## src/hw/rtl/fuzzy_pid_gain_scheduler_core_assert.svh

```systemverilog
// Assertion macros used by the gain scheduler core RTL.
`ifndef FUZZY_PID_GAIN_SCHEDULER_CORE_ASSERT_SVH
`define FUZZY_PID_GAIN_SCHEDULER_CORE_ASSERT_SVH

// Same-cycle implication, checked outside reset.
`define FPGS_ASSERT_IMP(lbl, ante, cons) \
	lbl: assert property (@(posedge clk) disable iff (!arst_n) (ante) |-> (cons)) \
		else $error("fpgs assertion failed");

// Next-cycle implication, checked outside reset.
`define FPGS_ASSERT_NXT(lbl, ante, cons) \
	lbl: assert property (@(posedge clk) disable iff (!arst_n) (ante) |=> (cons)) \
		else $error("fpgs assertion failed");

`endif

```

## src/hw/rtl/fpgs_pkg.sv

```systemverilog
// Package of the fuzzy PID gain scheduler: types, codes, rule tables.
package fpgs_pkg;

	localparam int LEVEL_COUNT      = 7;
	localparam int WEIGHT_FRAC_BITS = 8;
	localparam int BP_W             = 8 * LEVEL_COUNT;

	typedef enum logic [1:0] {
		OP_P   = 2'd0,
		OP_I   = 2'd1,
		OP_D   = 2'd2,
		OP_NONE = 2'd3
	} op_t;

	typedef enum logic [2:0] {
		REG_ERR_BP = 3'd0,
		REG_CHG_BP = 3'd1,
		REG_KP     = 3'd2,
		REG_KI     = 3'd3,
		REG_KD     = 3'd4
	} reg_idx_t;

	// Result of locating one sample among its seven levels.
	typedef struct packed {
		logic [2:0] idx;
		logic       le;
		logic       ge;
		logic [7:0] num;
		logic [7:0] den;
	} fz_t;

	localparam logic [2:0] TBL_P [LEVEL_COUNT][LEVEL_COUNT] = '{
		'{3'd6, 3'd6, 3'd5, 3'd5, 3'd4, 3'd3, 3'd3},
		'{3'd6, 3'd6, 3'd5, 3'd4, 3'd4, 3'd3, 3'd2},
		'{3'd5, 3'd5, 3'd5, 3'd4, 3'd3, 3'd2, 3'd2},
		'{3'd5, 3'd5, 3'd4, 3'd3, 3'd2, 3'd1, 3'd1},
		'{3'd4, 3'd4, 3'd3, 3'd2, 3'd2, 3'd1, 3'd1},
		'{3'd4, 3'd3, 3'd2, 3'd1, 3'd1, 3'd1, 3'd0},
		'{3'd3, 3'd3, 3'd1, 3'd1, 3'd1, 3'd0, 3'd0}
	};
	localparam logic [2:0] TBL_I [LEVEL_COUNT][LEVEL_COUNT] = '{
		'{3'd0, 3'd0, 3'd1, 3'd1, 3'd2, 3'd3, 3'd3},
		'{3'd0, 3'd0, 3'd1, 3'd2, 3'd2, 3'd3, 3'd3},
		'{3'd0, 3'd1, 3'd2, 3'd2, 3'd3, 3'd4, 3'd4},
		'{3'd1, 3'd1, 3'd2, 3'd3, 3'd4, 3'd5, 3'd5},
		'{3'd1, 3'd2, 3'd3, 3'd4, 3'd4, 3'd5, 3'd6},
		'{3'd3, 3'd3, 3'd4, 3'd4, 3'd5, 3'd6, 3'd6},
		'{3'd3, 3'd3, 3'd4, 3'd5, 3'd5, 3'd6, 3'd6}
	};
	localparam logic [2:0] TBL_D [LEVEL_COUNT][LEVEL_COUNT] = '{
		'{3'd4, 3'd2, 3'd0, 3'd0, 3'd0, 3'd1, 3'd4},
		'{3'd4, 3'd2, 3'd0, 3'd1, 3'd1, 3'd2, 3'd3},
		'{3'd3, 3'd2, 3'd1, 3'd1, 3'd2, 3'd2, 3'd3},
		'{3'd3, 3'd2, 3'd2, 3'd2, 3'd2, 3'd2, 3'd3},
		'{3'd3, 3'd3, 3'd3, 3'd3, 3'd3, 3'd3, 3'd3},
		'{3'd6, 3'd2, 3'd4, 3'd4, 3'd4, 3'd4, 3'd6},
		'{3'd6, 3'd5, 3'd5, 3'd5, 3'd4, 3'd4, 3'd6}
	};

	// Rule level for change row and error column; rows and columns stay below 7.
	function automatic logic [2:0] rule_level(input op_t op, input logic [2:0] row,
			input logic [2:0] col);
		logic [2:0] lvl;
		lvl = 3'd0;
		if (row < 3'd7 && col < 3'd7) begin
			unique case (op)
				OP_P:    lvl = TBL_P[row][col];
				OP_I:    lvl = TBL_I[row][col];
				OP_D:    lvl = TBL_D[row][col];
				default: lvl = 3'd0;
			endcase
		end
		return lvl;
	endfunction

	function automatic logic [7:0] level_byte(input logic [BP_W-1:0] levels,
			input logic [2:0] lvl);
		return 8'(levels >> {lvl, 3'b000});
	endfunction

endpackage

```

## src/hw/rtl/fpgs_fuzzify.sv

```systemverilog
// Clamp a sample, find its level interval and the operands of its weight.
module fpgs_fuzzify (
	input  logic [fpgs_pkg::BP_W-1:0] levels,
	input  logic signed [7:0]          x,
	output fpgs_pkg::fz_t              fz
);
	import fpgs_pkg::*;

	logic signed [7:0] lv [LEVEL_COUNT];
	logic signed [7:0] xc;
	logic signed [7:0] lo;
	logic signed [7:0] hi;
	logic [2:0]        idx;
	logic signed [8:0] num_w;
	logic signed [8:0] den_w;

	always_comb begin
		for (int k = 0; k < LEVEL_COUNT; k++) begin
			lv[k] = signed'(levels[8*k +: 8]);
		end
		if (x > lv[LEVEL_COUNT-1]) begin
			xc = lv[LEVEL_COUNT-1];
		end else if (x < lv[0]) begin
			xc = lv[0];
		end else begin
			xc = x;
		end
		// first level above the sample wins; scan downward so the lowest sticks
		idx = 3'(LEVEL_COUNT - 2);
		for (int k = LEVEL_COUNT - 2; k >= 1; k--) begin
			if (xc < lv[k]) begin
				idx = 3'(k - 1);
			end
		end
		lo    = lv[idx];
		hi    = lv[3'(idx + 3'd1)];
		num_w = 9'(xc) - 9'(lo);
		den_w = 9'(hi) - 9'(lo);
		fz.idx = idx;
		fz.le  = (xc <= lo);
		fz.ge  = (xc >= hi);
		fz.num = num_w[7:0];
		fz.den = den_w[7:0];
	end

endmodule

```

## src/hw/rtl/fuzzy_pid_gain_scheduler_core.sv

```systemverilog
// Fuzzy PID gain scheduler top level: config registers and weight pipeline.
// Stages from sample request to gain request: one locate stage, one divider
// stage per weight bit, then weight product, gain product and sum/round stages.
// Throughput: one request per cycle while gain_ready is high; a stalled stage
// holds, bubbles collapse.
// Reset clears all config registers and pipeline valid bits at once.
module fuzzy_pid_gain_scheduler_core #(
	parameter int WEIGHT_FRAC_BITS = fpgs_pkg::WEIGHT_FRAC_BITS
) (
	input  logic        clk,
	input  logic        arst_n,
	// APB-style config port
	input  logic        psel,
	input  logic        penable,
	input  logic        pwrite,
	input  logic [5:0]  paddr,
	input  logic [63:0] pwdata,
	output logic [63:0] prdata,
	output logic        pready,
	// sample channel
	input  logic        sample_valid,
	output logic        sample_ready,
	input  logic signed [7:0] error_sample,
	input  logic signed [7:0] error_change,
	input  logic [1:0]  operation,
	// gain channel
	output logic        gain_valid,
	input  logic        gain_ready,
	output logic [15:0] gain_value
);
	import fpgs_pkg::*;

	`include "fuzzy_pid_gain_scheduler_core_assert.svh"

	localparam int W      = WEIGHT_FRAC_BITS;
	localparam int NST    = W + 4;            // locate, W divider steps, 3 back stages
	localparam int WW     = W + 1;            // weight width, holds ONE
	localparam int PW     = 2 * WW;           // weight product width
	localparam int TW     = PW + 8;           // gain term width
	localparam int SW     = TW + 2;           // sum of four terms
	localparam int SH     = 2 * W - 8;
	localparam int RND    = (1 << SH) >> 1;   // half an output lsb, zero when no shift
	localparam logic [WW-1:0] ONE = WW'(1) << W;

	// ---------------------------------------------------------------
	// Config registers; pready stays high so every access completes
	// ---------------------------------------------------------------
	logic [BP_W-1:0] err_bp_q, chg_bp_q, kp_q, ki_q, kd_q;
	reg_idx_t        cfg_sel;

	assign pready  = 1'b1;
	assign cfg_sel = reg_idx_t'(paddr[5:3]);

	always_ff @(posedge clk or negedge arst_n) begin
		if (!arst_n) begin
			err_bp_q <= '0;
			chg_bp_q <= '0;
			kp_q     <= '0;
			ki_q     <= '0;
			kd_q     <= '0;
		end else if (psel && penable && pwrite) begin
			unique case (cfg_sel)
				REG_ERR_BP: err_bp_q <= pwdata[BP_W-1:0];
				REG_CHG_BP: chg_bp_q <= pwdata[BP_W-1:0];
				REG_KP:     kp_q     <= pwdata[BP_W-1:0];
				REG_KI:     ki_q     <= pwdata[BP_W-1:0];
				REG_KD:     kd_q     <= pwdata[BP_W-1:0];
				default:    ;   // drop writes past the register list
			endcase
		end
	end

	always_comb begin
		unique case (cfg_sel)
			REG_ERR_BP: prdata = 64'(err_bp_q);
			REG_CHG_BP: prdata = 64'(chg_bp_q);
			REG_KP:     prdata = 64'(kp_q);
			REG_KI:     prdata = 64'(ki_q);
			REG_KD:     prdata = 64'(kd_q);
			default:    prdata = '0;
		endcase
	end

	// ---------------------------------------------------------------
	// Pipeline flow control: a stage loads when empty or draining
	// ---------------------------------------------------------------
	logic [NST-1:0] vld_q;
	logic [NST-1:0] adv;

	always_comb begin
		adv[NST-1] = !vld_q[NST-1] || gain_ready;
		for (int k = NST - 2; k >= 0; k--) begin
			adv[k] = !vld_q[k] || adv[k+1];
		end
	end

	always_ff @(posedge clk or negedge arst_n) begin
		if (!arst_n) begin
			vld_q <= '0;
		end else begin
			if (adv[0]) begin
				vld_q[0] <= sample_valid;
			end
			for (int k = 1; k < NST; k++) begin
				if (adv[k]) begin
					vld_q[k] <= vld_q[k-1];
				end
			end
		end
	end

	assign sample_ready = adv[0];
	assign gain_valid   = vld_q[NST-1];

	// ---------------------------------------------------------------
	// Stage 1: clamp and locate both samples
	// ---------------------------------------------------------------
	fz_t fz_e, fz_c;
	fz_t fz_e_s1, fz_c_s1;
	op_t op_s1;

	fpgs_fuzzify u_fz_err (.levels(err_bp_q), .x(error_sample), .fz(fz_e));
	fpgs_fuzzify u_fz_chg (.levels(chg_bp_q), .x(error_change), .fz(fz_c));

	always_ff @(posedge clk) begin
		if (adv[0]) begin
			fz_e_s1 <= fz_e;
			fz_c_s1 <= fz_c;
			op_s1   <= op_t'(operation);
		end
	end

	// ---------------------------------------------------------------
	// Divider: restoring, one quotient bit per stage for each lane
	// ---------------------------------------------------------------
	typedef struct packed {
		logic [7:0]   rem;
		logic [W-1:0] quo;
		logic [7:0]   den;
		logic         le;
		logic         ge;
		logic [2:0]   idx;
	} lane_t;

	lane_t dv_e_q [W];
	lane_t dv_c_q [W];
	op_t   dv_op_q [W];

	function automatic lane_t div_step(input lane_t a);
		lane_t      b;
		logic [8:0] t;
		b = a;
		t = {a.rem, 1'b0};
		if (t >= {1'b0, a.den}) begin
			b.rem = 8'(t - {1'b0, a.den});
			b.quo = {a.quo[W-2:0], 1'b1};
		end else begin
			b.rem = t[7:0];
			b.quo = {a.quo[W-2:0], 1'b0};
		end
		return b;
	endfunction

	function automatic lane_t lane_init(input fz_t f);
		lane_t l;
		l.rem = f.num;
		l.quo = '0;
		l.den = f.den;
		l.le  = f.le;
		l.ge  = f.ge;
		l.idx = f.idx;
		return l;
	endfunction

	for (genvar j = 0; j < W; j++) begin : g_div
		lane_t in_e, in_c;
		op_t   in_op;
		if (j == 0) begin : g_first
			assign in_e  = lane_init(fz_e_s1);
			assign in_c  = lane_init(fz_c_s1);
			assign in_op = op_s1;
		end else begin : g_next
			assign in_e  = dv_e_q[j-1];
			assign in_c  = dv_c_q[j-1];
			assign in_op = dv_op_q[j-1];
		end
		always_ff @(posedge clk) begin
			if (adv[j+1]) begin
				dv_e_q[j]  <= div_step(in_e);
				dv_c_q[j]  <= div_step(in_c);
				dv_op_q[j] <= in_op;
			end
		end
	end

	// ---------------------------------------------------------------
	// Stage W+2: weights, their pairwise products, rule gain lookup
	// ---------------------------------------------------------------
	lane_t           le_fin, lc_fin;
	op_t             op_fin;
	logic [WW-1:0]   we [2];
	logic [WW-1:0]   wc [2];
	logic [BP_W-1:0] gains;
	logic [PW-1:0]   wp_s2 [2][2];
	logic [7:0]      g_s2  [2][2];
	op_t             op_s2;

	assign le_fin = dv_e_q[W-1];
	assign lc_fin = dv_c_q[W-1];
	assign op_fin = dv_op_q[W-1];

	always_comb begin
		we[1] = le_fin.le ? '0 : (le_fin.ge ? ONE : WW'(le_fin.quo));
		wc[1] = lc_fin.le ? '0 : (lc_fin.ge ? ONE : WW'(lc_fin.quo));
		we[0] = ONE - we[1];
		wc[0] = ONE - wc[1];
		case (op_fin)
			OP_P:    gains = kp_q;
			OP_I:    gains = ki_q;
			OP_D:    gains = kd_q;
			default: gains = '0;
		endcase
	end

	always_ff @(posedge clk) begin
		if (adv[W+1]) begin
			for (int a = 0; a < 2; a++) begin
				for (int b = 0; b < 2; b++) begin
					wp_s2[a][b] <= PW'(wc[a]) * PW'(we[b]);
					g_s2[a][b]  <= level_byte(gains, rule_level(op_fin,
						3'(lc_fin.idx + 3'(a)), 3'(le_fin.idx + 3'(b))));
				end
			end
			op_s2 <= op_fin;
		end
	end

	// ---------------------------------------------------------------
	// Stage W+3: scale each weight product by its rule gain
	// ---------------------------------------------------------------
	logic [TW-1:0] term_s3 [2][2];
	op_t           op_s3;

	always_ff @(posedge clk) begin
		if (adv[W+2]) begin
			for (int a = 0; a < 2; a++) begin
				for (int b = 0; b < 2; b++) begin
					term_s3[a][b] <= TW'(g_s2[a][b]) * TW'(wp_s2[a][b]);
				end
			end
			op_s3 <= op_s2;
		end
	end

	// ---------------------------------------------------------------
	// Stage W+4: sum, round half up into Q8.8; this is the output register
	// ---------------------------------------------------------------
	logic [SW-1:0] sum_c;
	logic [15:0]   gain_s4;

	always_comb begin
		sum_c = SW'(term_s3[0][0]) + SW'(term_s3[0][1]) + SW'(term_s3[1][0])
			+ SW'(term_s3[1][1]) + SW'(RND);
	end

	always_ff @(posedge clk) begin
		if (adv[NST-1]) begin
			gain_s4 <= (op_s3 == OP_NONE) ? 16'd0 : 16'(sum_c >> SH);
		end
	end

	assign gain_value = gain_s4;

	// ---------------------------------------------------------------
	// Checks
	// ---------------------------------------------------------------
	`FPGS_ASSERT_IMP(a_rem_below_den, vld_q[W] && !le_fin.le && !le_fin.ge,
		le_fin.rem < le_fin.den)
	`FPGS_ASSERT_IMP(a_out_bounded, gain_valid, gain_value <= 16'd65280)
	`FPGS_ASSERT_NXT(a_stall_keeps_item, vld_q[1] && !adv[1], vld_q[1])

endmodule
```

## config.mk

```make
export PLATFORM = sky130hd
export DESIGN_NAME = fuzzy_pid_gain_scheduler_core
export DESIGN_NICKNAME = d
export VERILOG_FILES = /design/src/hw/rtl/fpgs_pkg.sv /design/src/hw/rtl/fpgs_fuzzify.sv /design/src/hw/rtl/fuzzy_pid_gain_scheduler_core.sv
export VERILOG_INCLUDE_DIRS = /design/src /design/src/hw/rtl
export SDC_FILE = /design/constraint.sdc
export NUM_CORES = 2
export LEC_CHECK = 0
export BUFFER_PORTS_ARGS = -buffer_cell sky130_fd_sc_hd__buf_2
export CORE_ASPECT_RATIO = 1.5
export CORE_MARGIN = 3
export CORE_UTILIZATION = 25
export DETAILED_ROUTE_END_ITERATION = 8
export GPL_ROUTABILITY_DRIVEN = 0
export SYNTH_ARGS = -nofsm -noshare
export SYNTH_HDL_FRONTEND = slang
export SYNTH_HIERARCHICAL = 1
export SYNTH_SLANG_ARGS = --single-unit
export TNS_END_PERCENT = 10
```

## constraint.sdc

```tcl
create_clock -name clk -period 21.6 [get_ports clk]
set_input_delay 4.32 -clock clk [delete_from_list [all_inputs] [get_ports clk]]
set_output_delay 4.32 -clock clk [all_outputs]
set_load 0.02 [all_outputs]
```

==> results_dict.tcl <==
set metrics [dict create \
    synthesis.area_per_instance_sq_um 10.5 \
    grt.total_usage_pct 13.9 \
    ys_seq_area_share_pct 33.4 \
    firstDrtPassIters 8 \
    rsz0062_at_grt "false" \
    status "complete, no violations" \
    hpwl_mm 183 \
    area_growth_pct 11.4 \
    drtIter0Drc 3482 \
    syn_area_sq_um 80500 \
    wirelength_mm 234 \
    synth-simple-area-share_pct 12.2 \
    drv_cap 0 \
    portBuffers 157 \
    hold_path_class "register to register" \
    worstPathArrival_ns 12.77 \
    whs_ns 0.396 \
    ctsRootBufferMaster "clkbuf_16" \
    synth_cells 7649 \
    dieWidth_um 469 \
    finalCritPeriodShare_pct 57.0 \
    r2r_slack_ns 12.28 \
    multi_input_area_sq_um 48600 \
    cts_tree "built" \
    rr_endpoint "fz_e_s1[7]$_DFFE_PP_" \
    tightest_slew_ns 1.27 \
    core_area_sq_um 320000 \
    synth_fa_ha_area_share_pct 26.1 \
    htreeDepth 3 \
    finalMaxSlewViolations 0 \
    layout_min_cycle_time_ns 12.32 \
    drcViolationCount 0 \
    grt_pass1_wl_mm 355 \
    num-nets-final 9129 \
    grt-ovfl-total 0 \
    clk_latency_ns 0.75 \
    die_y_um 701 \
    cts_resized 0 \
    drive_gt1_share_pct 12.2 \
    yosys-mux-area-fraction_pct 8.89 \
    cts.clk_slew.worst_paths_ns 0.06 \
    ff2ff_path_depth 31 \
    ioPinCount 178 \
    tns_ns 0 \
    met3RoutedLength_mm 9.84 \
    initial_core_util_pct 25.2 \
    vias 57400 \
    min_from "dv_c_q[1][31]$_DFFE_PP_" \
    synth_top_family_by_area "adder cells" \
    dieArea_sq_um 329000 \
    async_reset_ff_share_pct 30.9 \
    placed_area_sq_um 86200 \
    n_fill_cell 33700 \
    whs_path_depth 0 \
    yosysWarnings 6 \
    post_cts_buffers 0 \
    regArea_sq_um 26900 \
    crit_path_end_kind "register" \
    wl_met2_mm 121 \
    crit_required_ns 22.06 \
    design_area_sq_um 89600 \
    synthXorXnorAreaFrac_pct 2.68 \
    hold-path-endpoint "dv_c_q[1][60]$_DFFE_PP_" \
    antenna_left 0 \
    grt_max_degree 157 \
    synth_edf_count 653 \
    hold_violations 0 \
    antenna_found_initial 14 \
    top_layer_used "met5" \
    yosysUniqueCellTypes 120 \
    wl_met1_mm 84.5 \
    numCtsBuffers 100 \
    max_freq_mhz 81.2 \
    slew_headroom_pct 14.7 \
    synth_ff_type "edfxtp_1" \
    finalClockSkew_ns 0.0745 \
    grt_pass1_vias 58800 \
    row_count 254 \
    cp_max_fo 14 \
    postCtsHoldBufs 0 \
    critPathKind "input port to register" \
    wl_per_cell_um 19.4 \
    cp_slowest_cell "a21oi_1" \
    synth_compound_area_share_pct 10.3 \
    finalSetupViolations 0 \
    cpPeakStageDelay_ns 0.77 \
    clock_path_buffers 3 \
    numClockSinks 945 \
    via_per_inst 4.76 \
    ys_seq_elements 945 \
    r2r_start "err_bp_q[7]$_DFFE_PN0P_" \
    cp-start-kind "input port" \
]
cells in the final DEF (no fill, tap or decap), types with 116 or more instances in the layout:
cell / synthesis / layout
nor2_1: 460 / 458
ha_1: 650 / 650
buf_2: 40 / 155
dfrtp_1: 292 / 292
mux2_2: 386 / 386
xnor2_1: 172 / 170
and2_1: 302 / 301
o21ai_0: 341 / 334
fa_1: 644 / 644
a21oi_1: 187 / 186
edfxtp_1: 653 / 653
buf_4: 24 / 116
mux2i_1: 231 / 231
nand2_1: 755 / 750
inv_1: 971 / 968
cell type report:
type,instances,area share [%]
flip-flops and latches,945,30.0
clock buffers,124,2.97
clock inverters,63,0.820
well taps,4224,5.90
diodes,5,0.0140
inverters,978,4.10
multi-input cells,5441,54.3
repair buffers,274,1.89
state kept, by name (all words and copies together) (netlist names), 21 cells and up:
| name | cells |
|---|---|
| dv_c_q | 188 |
| wp_s2 | 69 |
| fz_c_s1 | 21 |
| fz_e_s1 | 21 |
| chg_bp_q | 56 |
| ki_q | 56 |
| kd_q | 56 |
| kp_q | 56 |
| g_s2 | 32 |
| term_s3 | 96 |
| err_bp_q | 56 |
| dv_e_q | 188 |
cell usage after synthesis, types with 24 or more instances:
| cell type | count | share of area, % |
|---|---|---|
| xnor2_1 | 172 | 1.9 |
| edfxtp_1 | 653 | 24 |
| a31oi_1 | 31 | 0.24 |
| mux2i_1 | 231 | 2.9 |
| mux2_2 | 386 | 5.4 |
| nor3_1 | 59 | 0.37 |
| a221o_1 | 59 | 0.73 |
| or2_2 | 24 | 0.19 |
| xor2_1 | 64 | 0.70 |
| nor2b_1 | 95 | 0.74 |
| clkbuf_1 | 197 | 0.92 |
| dfrtp_1 | 292 | 9.1 |
| a211oi_1 | 52 | 0.49 |
| o211ai_1 | 46 | 0.43 |
| and2_1 | 302 | 2.3 |
| buf_4 | 24 | 0.22 |
| fa_1 | 644 | 16 |
| a21o_1 | 97 | 0.90 |
| nand3_1 | 78 | 0.49 |
| inv_1 | 971 | 4.5 |
| buf_2 | 40 | 0.25 |
| nand2b_1 | 100 | 0.78 |
| o21ai_0 | 341 | 2.1 |
| a21boi_0 | 40 | 0.37 |
| ha_1 | 650 | 10 |
| nand2_1 | 755 | 3.5 |
| nand4_1 | 34 | 0.26 |
| a21oi_1 | 187 | 1.2 |
| o21a_1 | 54 | 0.50 |
| nor2_1 | 460 | 2.1 |
how the worst max path moves through the flow:
stage                          from              endpoint  slack, ns  depth (start not counted)
detailed placement  error_sample[7]  fz_e_s1[7]$_DFFE_PP_       8.57                         29
finish              error_sample[7]  fz_e_s1[7]$_DFFE_PP_       9.28                         30
global route        error_sample[7]  fz_e_s1[7]$_DFFE_PP_       8.74                         30
floorplan                gain_ready          sample_ready       5.71                          8
global placement    error_sample[7]  fz_e_s1[7]$_DFFE_PP_       8.65                         29
CTS                 error_sample[7]  fz_e_s1[7]$_DFFE_PP_       9.28                         29
cells by family (layout without fill, tap and decap cells):
kind of cell,Yosys count,after routing
simple gates,2053,2053
fa+ha+maj,1294,1294
buf+inv,1270,1439
compound gates,1204,1204
flops,945,945
mux,641,641
xor+xnor,240,240
other cells,2,14
metal layers:
| metal | vias to the layer above | GRT usage [%] |
|---|---|---|
| met5 | - | 0 |
| met4 | 4 | 9.73 |
| met3 | 601 | 1.54 |
| met2 | 1636 | 26.0 |
| met1 | 28800 | 14.6 |
| li1 | 26400 | - |
worst max-delay path, delay by kind of cell:
family / cells / cell delay [ns]
adder cells (fa/ha/maj): 4 / 1.38
AND/OR/NAND/NOR: 7 / 1.83
XOR/XNOR: 1 / 0.22
AO/OA/AOI/OAI: 14 / 3.93
buffers and inverters: 4 / 1.08
metrics by stage:
| step | util, % | worst slack (ns) | std cells |
|---|---|---|---|
| after global routing | 28.0 | 8.74 | 12100 |
| after CTS | 28.0 | 9.28 | 12000 |
| final | 28.0 | 9.28 | 12100 |
| after floorplan | - | 5.71 | 7656 |
| after detailed placement | 27.0 | 8.57 | 11900 |
| after global placement | 27.0 | 8.65 | 11900 |
Power is left out: the tool's default activity adds up to more than one toggle a clock period on the data nets, which glitch-free logic cannot reach.
